===== src/rtl/assert_macros.svh =====
// Assertion macros for the RTL of the LED command packet parser.
`ifndef ASSERT_MACROS_SVH
`define ASSERT_MACROS_SVH

// A property that must hold at every clock edge outside reset.
`define LCPP_ASSERT(label, prop, msg) \
  label: assert property (@(posedge clk) disable iff (rst) (prop)) else $error(msg);

// A condition in one cycle that requires another in the same cycle.
`define LCPP_ASSERT_IMP(label, ante, cons, msg) \
  label: assert property (@(posedge clk) disable iff (rst) (ante) |-> (cons)) else $error(msg);

// A condition in one cycle that requires another in the next cycle.
`define LCPP_ASSERT_NXT(label, ante, cons, msg) \
  label: assert property (@(posedge clk) disable iff (rst) (ante) |=> (cons)) else $error(msg);

`endif


===== src/rtl/lcpp_pkg.sv =====
// Types, codes and reset constants of the LED command packet parser.
package lcpp_pkg;

  typedef enum logic [1:0] {
    PH_IDLE,
    PH_COLOR,
    PH_TIMEOUT,
    PH_TAIL
  } phase_t;

  typedef enum logic [2:0] {
    EV_NONE,
    EV_VERSION,
    EV_BAD_HEADER,
    EV_TIMEOUT,
    EV_RANGE,
    EV_BAD_TAIL,
    EV_COLOR,
    EV_LIMIT
  } ev_t;

  localparam int CFG_IDX_W = 3;

  localparam logic [CFG_IDX_W-1:0] CFG_HEADER_COLOR   = 3'd0;
  localparam logic [CFG_IDX_W-1:0] CFG_HEADER_TIMEOUT = 3'd1;
  localparam logic [CFG_IDX_W-1:0] CFG_TAIL_BYTE      = 3'd2;
  localparam logic [CFG_IDX_W-1:0] CFG_TIMEOUT_LOW    = 3'd3;
  localparam logic [CFG_IDX_W-1:0] CFG_TIMEOUT_HIGH   = 3'd4;
  localparam logic [CFG_IDX_W-1:0] CFG_LONG_TIMEOUT   = 3'd5;

  localparam logic [7:0] RST_HEADER_COLOR   = 8'd160;
  localparam logic [7:0] RST_HEADER_TIMEOUT = 8'd161;
  localparam logic [7:0] RST_TAIL_BYTE      = 8'd192;
  localparam logic [4:0] RST_TIMEOUT_LOW    = 5'd1;
  localparam logic [4:0] RST_TIMEOUT_HIGH   = 5'd20;
  localparam logic [5:0] RST_LONG_TIMEOUT   = 6'd30;
  localparam logic [4:0] RST_LIMIT          = 5'd5;

  localparam logic [7:0] VERSION_BYTE = 8'h76;
  localparam logic [5:0] SEC_MAX      = 6'd63;

  typedef struct packed {
    logic [7:0] hdr_colour;
    logic [7:0] hdr_limit;
    logic [7:0] close_byte;
    logic [4:0] timeout_low;
    logic [4:0] timeout_high;
    logic [5:0] long_timeout;
  } cfg_t;

  typedef struct packed {
    ev_t        ev;
    logic [7:0] red;
    logic [7:0] green;
    logic [7:0] blue;
    logic [4:0] byte_timeout;
  } result_t;

endpackage


===== src/rtl/led_command_packet_parser.sv =====
// LED command packet parser, top level.
//
// The parser takes one item per clock cycle on the s_ stream, when s_tready is
// high: a byte from the serial link or a one-second tick, told apart by s_tuser.
// Every accepted item produces exactly one result transaction on the m_
// stream, in order: an event code in m_tuser and, with it, the applied colour
// bytes (zero unless the event is "colour applied") and the inter-byte timeout
// limit that holds after the item. A colour packet is its header byte, three
// colour bytes and the tail byte; a timeout packet is its header byte, one
// value byte within the programmed range and the tail byte. The byte 0x76 in
// idle asks for the version reply, and any other unexpected header is reported
// as a bad header. Ticks count seconds since the last packet byte; a packet
// that stalls too long is dropped with a timeout event. Each item passes through
// the packet state machine, and its result is registered in a two-entry output
// buffer (output register and skid stage), so the parser keeps taking items
// while one result waits; s_tready falls only when both entries are full. The
// configuration registers are written through the cfg_ channel, which is
// always ready, and should only be written while no transaction is in flight.
`include "assert_macros.svh"

module led_command_packet_parser (
  input  logic                           clk,
  input  logic                           rst,
  // Configuration write channel.
  input  logic                           cfg_valid,
  output logic                           cfg_ready,
  input  logic [lcpp_pkg::CFG_IDX_W-1:0] cfg_index,
  input  logic [7:0]                     cfg_data,
  // Input stream.
  input  logic                           s_tvalid,
  output logic                           s_tready,
  input  logic [7:0]                     s_tdata,   // [7:0] rx_byte
  input  logic [0:0]                     s_tuser,   // [0] command: 0 byte, 1 tick
  // Result stream.
  output logic                           m_tvalid,
  input  logic                           m_tready,
  output logic [31:0]                    m_tdata,   // [7:0] red, [15:8] green,
                                                    // [23:16] blue,
                                                    // [28:24] byte_timeout,
                                                    // [31:29] zero
  output logic [2:0]                     m_tuser    // [2:0] event_res
);
  import lcpp_pkg::*;

  cfg_t    cfg;
  logic    accept;
  result_t push_res;
  result_t head_res;

  // The register file takes every write; unknown indexes are dropped.
  assign cfg_ready = 1'b1;

  always_ff @(posedge clk) begin
    if (rst) begin
      cfg.hdr_colour   <= RST_HEADER_COLOR;
      cfg.hdr_limit    <= RST_HEADER_TIMEOUT;
      cfg.close_byte   <= RST_TAIL_BYTE;
      cfg.timeout_low  <= RST_TIMEOUT_LOW;
      cfg.timeout_high <= RST_TIMEOUT_HIGH;
      cfg.long_timeout <= RST_LONG_TIMEOUT;
    end else if (cfg_valid && cfg_ready) begin
      case (cfg_index)
        CFG_HEADER_COLOR:   cfg.hdr_colour   <= cfg_data;
        CFG_HEADER_TIMEOUT: cfg.hdr_limit    <= cfg_data;
        CFG_TAIL_BYTE:      cfg.close_byte   <= cfg_data;
        CFG_TIMEOUT_LOW:    cfg.timeout_low  <= cfg_data[4:0];
        CFG_TIMEOUT_HIGH:   cfg.timeout_high <= cfg_data[4:0];
        CFG_LONG_TIMEOUT:   cfg.long_timeout <= cfg_data[5:0];
        default: ;
      endcase
    end
  end

  // An item is taken whenever the result buffer has room for its result.
  assign accept = s_tvalid && s_tready;

  lcpp_core u_core (
    .clk     (clk),
    .rst     (rst),
    .cfg     (cfg),
    .accept  (accept),
    .command (s_tuser[0]),
    .rx_byte (s_tdata),
    .res     (push_res)
  );

  lcpp_out_buf u_out_buf (
    .clk        (clk),
    .rst        (rst),
    .push       (accept),
    .push_data  (push_res),
    .push_ready (s_tready),
    .head_valid (m_tvalid),
    .head_data  (head_res),
    .pop_ready  (m_tready)
  );

  assign m_tuser = head_res.ev;
  assign m_tdata = {3'd0, head_res.byte_timeout, head_res.blue, head_res.green,
                    head_res.red};

  // A tick can only ever report nothing or a timeout.
  `LCPP_ASSERT_IMP(a_tick_events, accept && s_tuser[0], push_res.ev == EV_NONE || push_res.ev == EV_TIMEOUT, "tick produced a byte event")

  // Colour bytes are shown only with the colour-applied event.
  `LCPP_ASSERT_IMP(a_colour_gated, m_tvalid && m_tuser != EV_COLOR, m_tdata[23:0] == 24'd0, "colour bytes without colour event")

  // Every accepted transaction leaves a result visible in the next cycle.
  `LCPP_ASSERT_NXT(a_result_shown, accept, m_tvalid, "accepted item left no result")

  // The timeout limit moves only with a limit-updated event.
  `LCPP_ASSERT_NXT(a_limit_steady, m_tvalid && m_tready && s_tvalid && s_tready && push_res.ev != EV_LIMIT && head_res.ev != EV_LIMIT, m_tdata[28:24] == $past(push_res.byte_timeout), "limit changed without update")

endmodule


===== src/rtl/lcpp_core.sv =====
// Packet state machine: takes one item per cycle while accept is high and produces its result.
module lcpp_core (
  input  logic              clk,
  input  logic              rst,
  input  lcpp_pkg::cfg_t    cfg,
  input  logic              accept,
  input  logic              command,
  input  logic [7:0]        rx_byte,
  output lcpp_pkg::result_t res
);
  import lcpp_pkg::*;

  phase_t     phase, phase_next;
  logic [1:0] byte_position, byte_position_next;
  logic       tail_from_timeout, tail_from_timeout_next;
  logic [5:0] elapsed_seconds, elapsed_seconds_next;
  logic [4:0] limit_seconds, limit_seconds_next;
  logic [4:0] pending_value, pending_value_next;
  logic [7:0] color_store [3];
  logic [7:0] color_store_next [3];

  logic [5:0] elapsed_inc;
  logic [5:0] tick_limit;
  logic       applied;
  ev_t        ev;

  always_comb begin
    phase_next             = phase;
    byte_position_next     = byte_position;
    tail_from_timeout_next = tail_from_timeout;
    elapsed_seconds_next   = elapsed_seconds;
    limit_seconds_next     = limit_seconds;
    pending_value_next     = pending_value;
    color_store_next       = color_store;
    applied                = 1'b0;
    ev                     = EV_NONE;
    elapsed_inc = (elapsed_seconds == SEC_MAX) ? elapsed_seconds
                                               : 6'(elapsed_seconds + 6'd1);
    // Colour packets use the programmed limit, timeout packets the long one.
    tick_limit = (phase == PH_COLOR || (phase == PH_TAIL && !tail_from_timeout)) ?
                 {1'b0, limit_seconds} : cfg.long_timeout;

    if (accept) begin
      if (command) begin
        elapsed_seconds_next = elapsed_inc;
        if (phase != PH_IDLE && elapsed_inc >= tick_limit) begin
          phase_next         = PH_IDLE;
          byte_position_next = 2'd0;
          ev                 = EV_TIMEOUT;
        end
      end else begin
        case (phase)
          PH_IDLE: begin
            if (rx_byte == cfg.hdr_colour) begin
              phase_next           = PH_COLOR;
              byte_position_next   = 2'd0;
              elapsed_seconds_next = 6'd0;
            end else if (rx_byte == cfg.hdr_limit) begin
              phase_next           = PH_TIMEOUT;
              elapsed_seconds_next = 6'd0;
            end else if (rx_byte == VERSION_BYTE) begin
              ev = EV_VERSION;
            end else begin
              ev = EV_BAD_HEADER;
            end
          end
          PH_COLOR: begin
            elapsed_seconds_next = 6'd0;
            case (byte_position)
              2'd0:    color_store_next[0] = rx_byte;
              2'd1:    color_store_next[1] = rx_byte;
              default: color_store_next[2] = rx_byte;
            endcase
            if (byte_position >= 2'd2) begin
              byte_position_next     = 2'd0;
              tail_from_timeout_next = 1'b0;
              phase_next             = PH_TAIL;
            end else begin
              byte_position_next = 2'(byte_position + 2'd1);
            end
          end
          PH_TIMEOUT: begin
            elapsed_seconds_next = 6'd0;
            pending_value_next   = rx_byte[4:0];
            if (rx_byte >= {3'd0, cfg.timeout_low} && rx_byte <= {3'd0, cfg.timeout_high}) begin
              tail_from_timeout_next = 1'b1;
              phase_next             = PH_TAIL;
            end else begin
              phase_next         = PH_IDLE;
              byte_position_next = 2'd0;
              ev                 = EV_RANGE;
            end
          end
          default: begin
            phase_next         = PH_IDLE;
            byte_position_next = 2'd0;
            if (rx_byte != cfg.close_byte) begin
              ev = EV_BAD_TAIL;
            end else if (tail_from_timeout) begin
              limit_seconds_next = pending_value;
              ev                 = EV_LIMIT;
            end else begin
              applied = 1'b1;
              ev      = EV_COLOR;
            end
          end
        endcase
      end
    end

    res.ev           = ev;
    res.red          = applied ? color_store[0] : 8'd0;
    res.green        = applied ? color_store[1] : 8'd0;
    res.blue         = applied ? color_store[2] : 8'd0;
    res.byte_timeout = limit_seconds_next;
  end

  always_ff @(posedge clk) begin
    if (rst) begin
      phase             <= PH_IDLE;
      byte_position     <= 2'd0;
      tail_from_timeout <= 1'b0;
      elapsed_seconds   <= 6'd0;
      limit_seconds     <= RST_LIMIT;
    end else begin
      phase             <= phase_next;
      byte_position     <= byte_position_next;
      tail_from_timeout <= tail_from_timeout_next;
      elapsed_seconds   <= elapsed_seconds_next;
      limit_seconds     <= limit_seconds_next;
    end
  end

  // Packet payload holds no reset: it is always written before it is read.
  always_ff @(posedge clk) begin
    pending_value <= pending_value_next;
    color_store   <= color_store_next;
  end

endmodule


===== src/rtl/lcpp_out_buf.sv =====
// Two-entry result buffer: output register plus skid stage.
module lcpp_out_buf (
  input  logic              clk,
  input  logic              rst,
  input  logic              push,
  input  lcpp_pkg::result_t push_data,
  output logic              push_ready,
  output logic              head_valid,
  output lcpp_pkg::result_t head_data,
  input  logic              pop_ready
);
  import lcpp_pkg::*;

  logic    skid_valid;
  result_t skid_data;
  logic    pop;

  assign pop        = head_valid && pop_ready;
  assign push_ready = !skid_valid;

  always_ff @(posedge clk) begin
    if (rst) begin
      head_valid <= 1'b0;
      skid_valid <= 1'b0;
    end else if (!head_valid || pop) begin
      if (skid_valid) begin
        head_valid <= 1'b1;
        skid_valid <= 1'b0;
      end else begin
        head_valid <= push;
      end
    end else if (push) begin
      skid_valid <= 1'b1;
    end
  end

  always_ff @(posedge clk) begin
    if (!head_valid || pop) begin
      head_data <= skid_valid ? skid_data : push_data;
    end
    if (push && !skid_valid && head_valid && !pop) begin
      skid_data <= push_data;
    end
  end

endmodule


===== config.mk =====
export PLATFORM = sky130hd
export DESIGN_NAME = led_command_packet_parser
export DESIGN_NICKNAME = d
export VERILOG_FILES = /design/src/rtl/lcpp_pkg.sv /design/src/rtl/led_command_packet_parser.sv /design/src/rtl/lcpp_core.sv /design/src/rtl/lcpp_out_buf.sv
export VERILOG_INCLUDE_DIRS = /design/src /design/src/rtl
export SDC_FILE = /design/constraint.sdc
export NUM_CORES = 1
export LEC_CHECK = 0
export BUFFER_PORTS_ARGS = -buffer_cell sky130_fd_sc_hd__buf_4
export CAP_MARGIN = 20
export CORE_MARGIN = 1
export CORE_UTILIZATION = 54
export DETAILED_ROUTE_END_ITERATION = 6
export PLACE_DENSITY = 0.76
export SYNTH_ARGS = -nofsm -noshare
export SYNTH_HDL_FRONTEND = slang
export SYNTH_HIERARCHICAL = 1
export SYNTH_SLANG_ARGS = --single-unit
export TNS_END_PERCENT = 5

===== constraint.sdc =====
create_clock -name clk -period 4.1 [get_ports clk]
set_input_delay 0.41 -clock clk [delete_from_list [all_inputs] [get_ports clk]]
set_output_delay 0.41 -clock clk [all_outputs]
set_load 0.1 [all_outputs]

==> Flow_metrics.wiki <==
{| class="wikitable"
! Metric !! Value
|-
| Final period demand of the worst path || 3340 ps
|-
| Unique masters post-synth || 66
|-
| Leakage component of the power || 3.34 nW
|-
| H-tree depth || 4
|-
| CORE AREA || 12700 sq um
|-
| Number of cells traversed by the worst register-to-register path || 11
|-
| Share of final-layout standard cells stronger than drive strength 1 || 23.2%
|-
| Main area contributors after synthesis || edfxtp_1, dfxtp_1, mux2i_1
|-
| Detailed placement HPWL || 9100 um
|-
| Fin crit share || 81.4%
|-
| Buffer count from post-CTS setup fixing || 0
|-
| CP Data Required Time || 4260 ps
|-
| Root buf cell || clkbuf_16
|-
| CP endpoint kind || register
|-
| Number of standard-cell rows in the floorplan || 41
|-
| Via density per instance || 5.45
|-
| Synth Register Bits || 151
|-
| Wire length of the first global-routing pass || 21100 um
|-
| CTS tree || built
|-
| Biggest area consumer among synthesized cells || edfxtp_1
|-
| Most frequent cells in the layout || edfxtp_1, buf_4, dfxtp_1, mux2i_1, nand2b_1
|-
| Outcome || complete, no violations
|-
| Initial Utilization || 55.9%
|-
| I/O pin count || 63
|-
| Final Skew || 9.89 ps
|-
| Reg-to-reg slack, setup || 760 ps
|-
| Core occupancy in the finished layout || 64.4%
|-
| Count of maximum capacitance violations || 0
|-
| Final-report max-slew violation count || 0
|-
| YS warnings || 6
|-
| Post-detailed-route wirelength per cell || 17.0 um
|-
| Final std cell area, no fill || 8200 sq um
|-
| Final count of hold timing violations || 0
|-
| Cell area reported after detailed placement || 7590 sq um
|-
| Critical hold path startpoint || cfg_data[3]
|-
| Residual overflow from global routing || 0
|-
| Maximum clock insertion buffer count || 2
|-
| Tightest slew margin relative to the limit || 50.9%
|-
| Power Density || 436 nW/um^2
|-
| Most frequent standard cell in the layout excluding fill and tap cells || edfxtp_1
|-
| Die outline height || 117 um
|-
| Placed Cells || 753
|-
| Path type of the worst min-delay path || primary input to register
|-
| Via count of the first global-routing pass || 4161
|-
| Post-layout instance count excluding filler cells || 785
|-
| Horizontal die dimension || 117 um
|-
| Resized cells post-CTS || 0
|-
| Overall die area || 13600 sq um
|-
| Final estimated routing congestion in global placement || 0.850
|-
| Later-pin clock latency in the skew report || 420 ps
|-
| Number of enable flip-flop cells after synthesis || 93
|-
| Setup repair after global routing missed its margin || no
|-
| GRT Total Usage || 21.3%
|-
| Area share of the largest cell type after synthesis || 39.3%
|-
| Growth of design area from synthesis to finish || 15.3%
|-
| Primary FF master, synth || edfxtp_1
|-
| Port Buffers || 58
|-
| Worst-margin pin slew || 734 ps
|-
| Number of antenna violations at the first check in global routing || 0
|-
| Share of flip-flops with an asynchronous set or reset || 0%
|-
| Clock sink count || 151
|-
| Highest achievable clock rate || 300 MHz
|-
| Largest net degree at the start of global routing || 76
|-
| Setup-failing EPs final || 0
|-
| Post-Syn Instances || 546
|-
| Total number of nets in the final design || 646
|-
| Post-detailed-route count of antenna-violating nets || 0
|-
| Number of design-rule violations left by the first detailed-router iteration || 330
|-
| Maximum VDD drop || 0.320 mV
|-
| Count of unresolved DRC violations after routing || 0
|-
| Routed vias || 4276
|-
| Min-Delay Endpoint || cfg[3]
|-
| Routed Wire Length || 13400 um
|-
| CTS hold repair buffers || 0
|-
| Worst hold path cell count || 3
|-
| Number of clock buffers inserted by TritonCTS || 17
|-
| Kind of launch point of the worst setup path || register
|-
| Pre-Repair DR Iteration Count || 5
|-
| Post-Synthesis Cell Area || 7110 sq um
|-
| CTS clock-pin slew for the worst setup and hold paths || 60 ps
|-
| Average size of a mapped cell || 13.0 sq um
|-
| Arrival @ worst endpoint || 3500 ps
|-
| Register area share after synthesis || 55.6%
|-
| Worst r2r src || u_core/phase[1]
|-
| Number of antenna diodes || 0
|-
| Critical path peak fanout || 6
|-
| Final-layout setup total negative slack || 0 ps
|-
| Critical Setup Path Class || register to register
|-
| Filler Cell Count || 971
|-
| End of the worst register-to-register path || u_out_buf/head_data[30]
|}
-- per-layer routing --
metal	vias to the layer above	GRT usage (%)	wire length [um]
met1	2054	26.3	6010
met5	-	0	0
li1	2068	-	-
met4	0	8.52	208
met3	20	5.66	535
met2	134	35.7	6620
-- synth_stat cells, types with 8 or more instances --
cell type,number
mux2_2,12
edfxtp_1,93
mux2i_1,46
inv_1,19
nor2_1,36
dfxtp_1,58
xnor2_1,22
ha_1,21
nand2b_1,37
nand2_1,16
mux2_4,27
clkbuf_1,10
a21oi_1,8
and2_1,25
-- worst max-delay path: stages (launching register included) --
cell and delay, ps:
dfxtp_1 380, inv_1 90, ha_1 240, a21oi_1 570, mux2i_1 260, ha_1 260, a21o_1 180, a21oi_1 140
o21ai_1 100, a22oi_1 440, a31oi_1 120, mux2_2 290
-- registers in the layout (all words and copies together) (netlist names) --
| name | cells |
|---|---|
| cfg | 40 |
| u_out_buf/head_data | 32 |
| u_out_buf/skid_data | 32 |
| u_core/color_store | 24 |
| u_core/elapsed_seconds | 6 |
| u_core/limit_seconds | 5 |
| u_core/pending_value | 5 |
| u_core/byte_position | 2 |
| u_core/phase | 2 |
| u_core/tail_from_timeout | 1 |
| u_out_buf/head_valid | 1 |
| u_out_buf/skid_valid | 1 |
-- cells by family (layout without fill, tap and decap cells) --
| kind of cell | Yosys count | in the layout | synth area share, % |
|---|---|---|---|
| buffers and inverters | 48 | 113 | 4.21 |
| adder cells (fa/ha/maj) | 21 | 21 | 3.70 |
| flip-flops | 151 | 151 | 55.6 |
| XOR/XNOR | 26 | 26 | 3.52 |
| multiplexers | 87 | 87 | 14.4 |
| AO/OA/AOI/OAI | 45 | 45 | 4.66 |
| AND/OR/NAND/NOR | 166 | 166 | 13.8 |
| other | 2 | 4 | 0.106 |
-- where the power goes --
part           internal (mW)  switching, mW
sequential              1.64         0.0131
combinational         0.0916          0.241
clock                   1.01          0.582
total                   2.74          0.836
-- final cells by class --
| type | count | area (sq um) | share of cell area (%) |
|---|---|---|---|
| multi-input combinational | 349 | 2880 | 35.1 |
| sequential | 151 | 3960 | 48.2 |
| timing repair buffer | 62 | 465 | 5.68 |
| tap | 172 | 215 | 2.62 |
| clock inverter | 13 | 178 | 2.17 |
| inverter | 19 | 71.3 | 0.870 |
| clock buffer | 19 | 433 | 5.28 |
-- worst max path at each step --
stage	endpoint	cells past startpoint	startpoint
final	u_out_buf/head_data[30]	11	u_core/phase[1]
after global placement	u_out_buf/head_data[30]	10	u_core/phase[1]
after global routing	u_out_buf/head_data[30]	11	u_core/phase[1]
after CTS	u_out_buf/head_data[30]	11	u_core/phase[1]
after floorplan	u_out_buf/skid_data[0]	2	u_out_buf/head_valid
after detailed placement	u_out_buf/head_data[30]	11	u_core/phase[1]
-- through the flow --
stage          worst slack [ps]  power [mW]  hold WS, ps
2_1_floorplan               301        1.93          449
5_1_grt                     585        3.69          284
3_3_place_gp                983        2.01          467
3_5_place_dp                803        2.01          468
6_report                    761        3.58          275
4_1_cts                     814        3.62          260
Power figures use the tool's default switching activity.
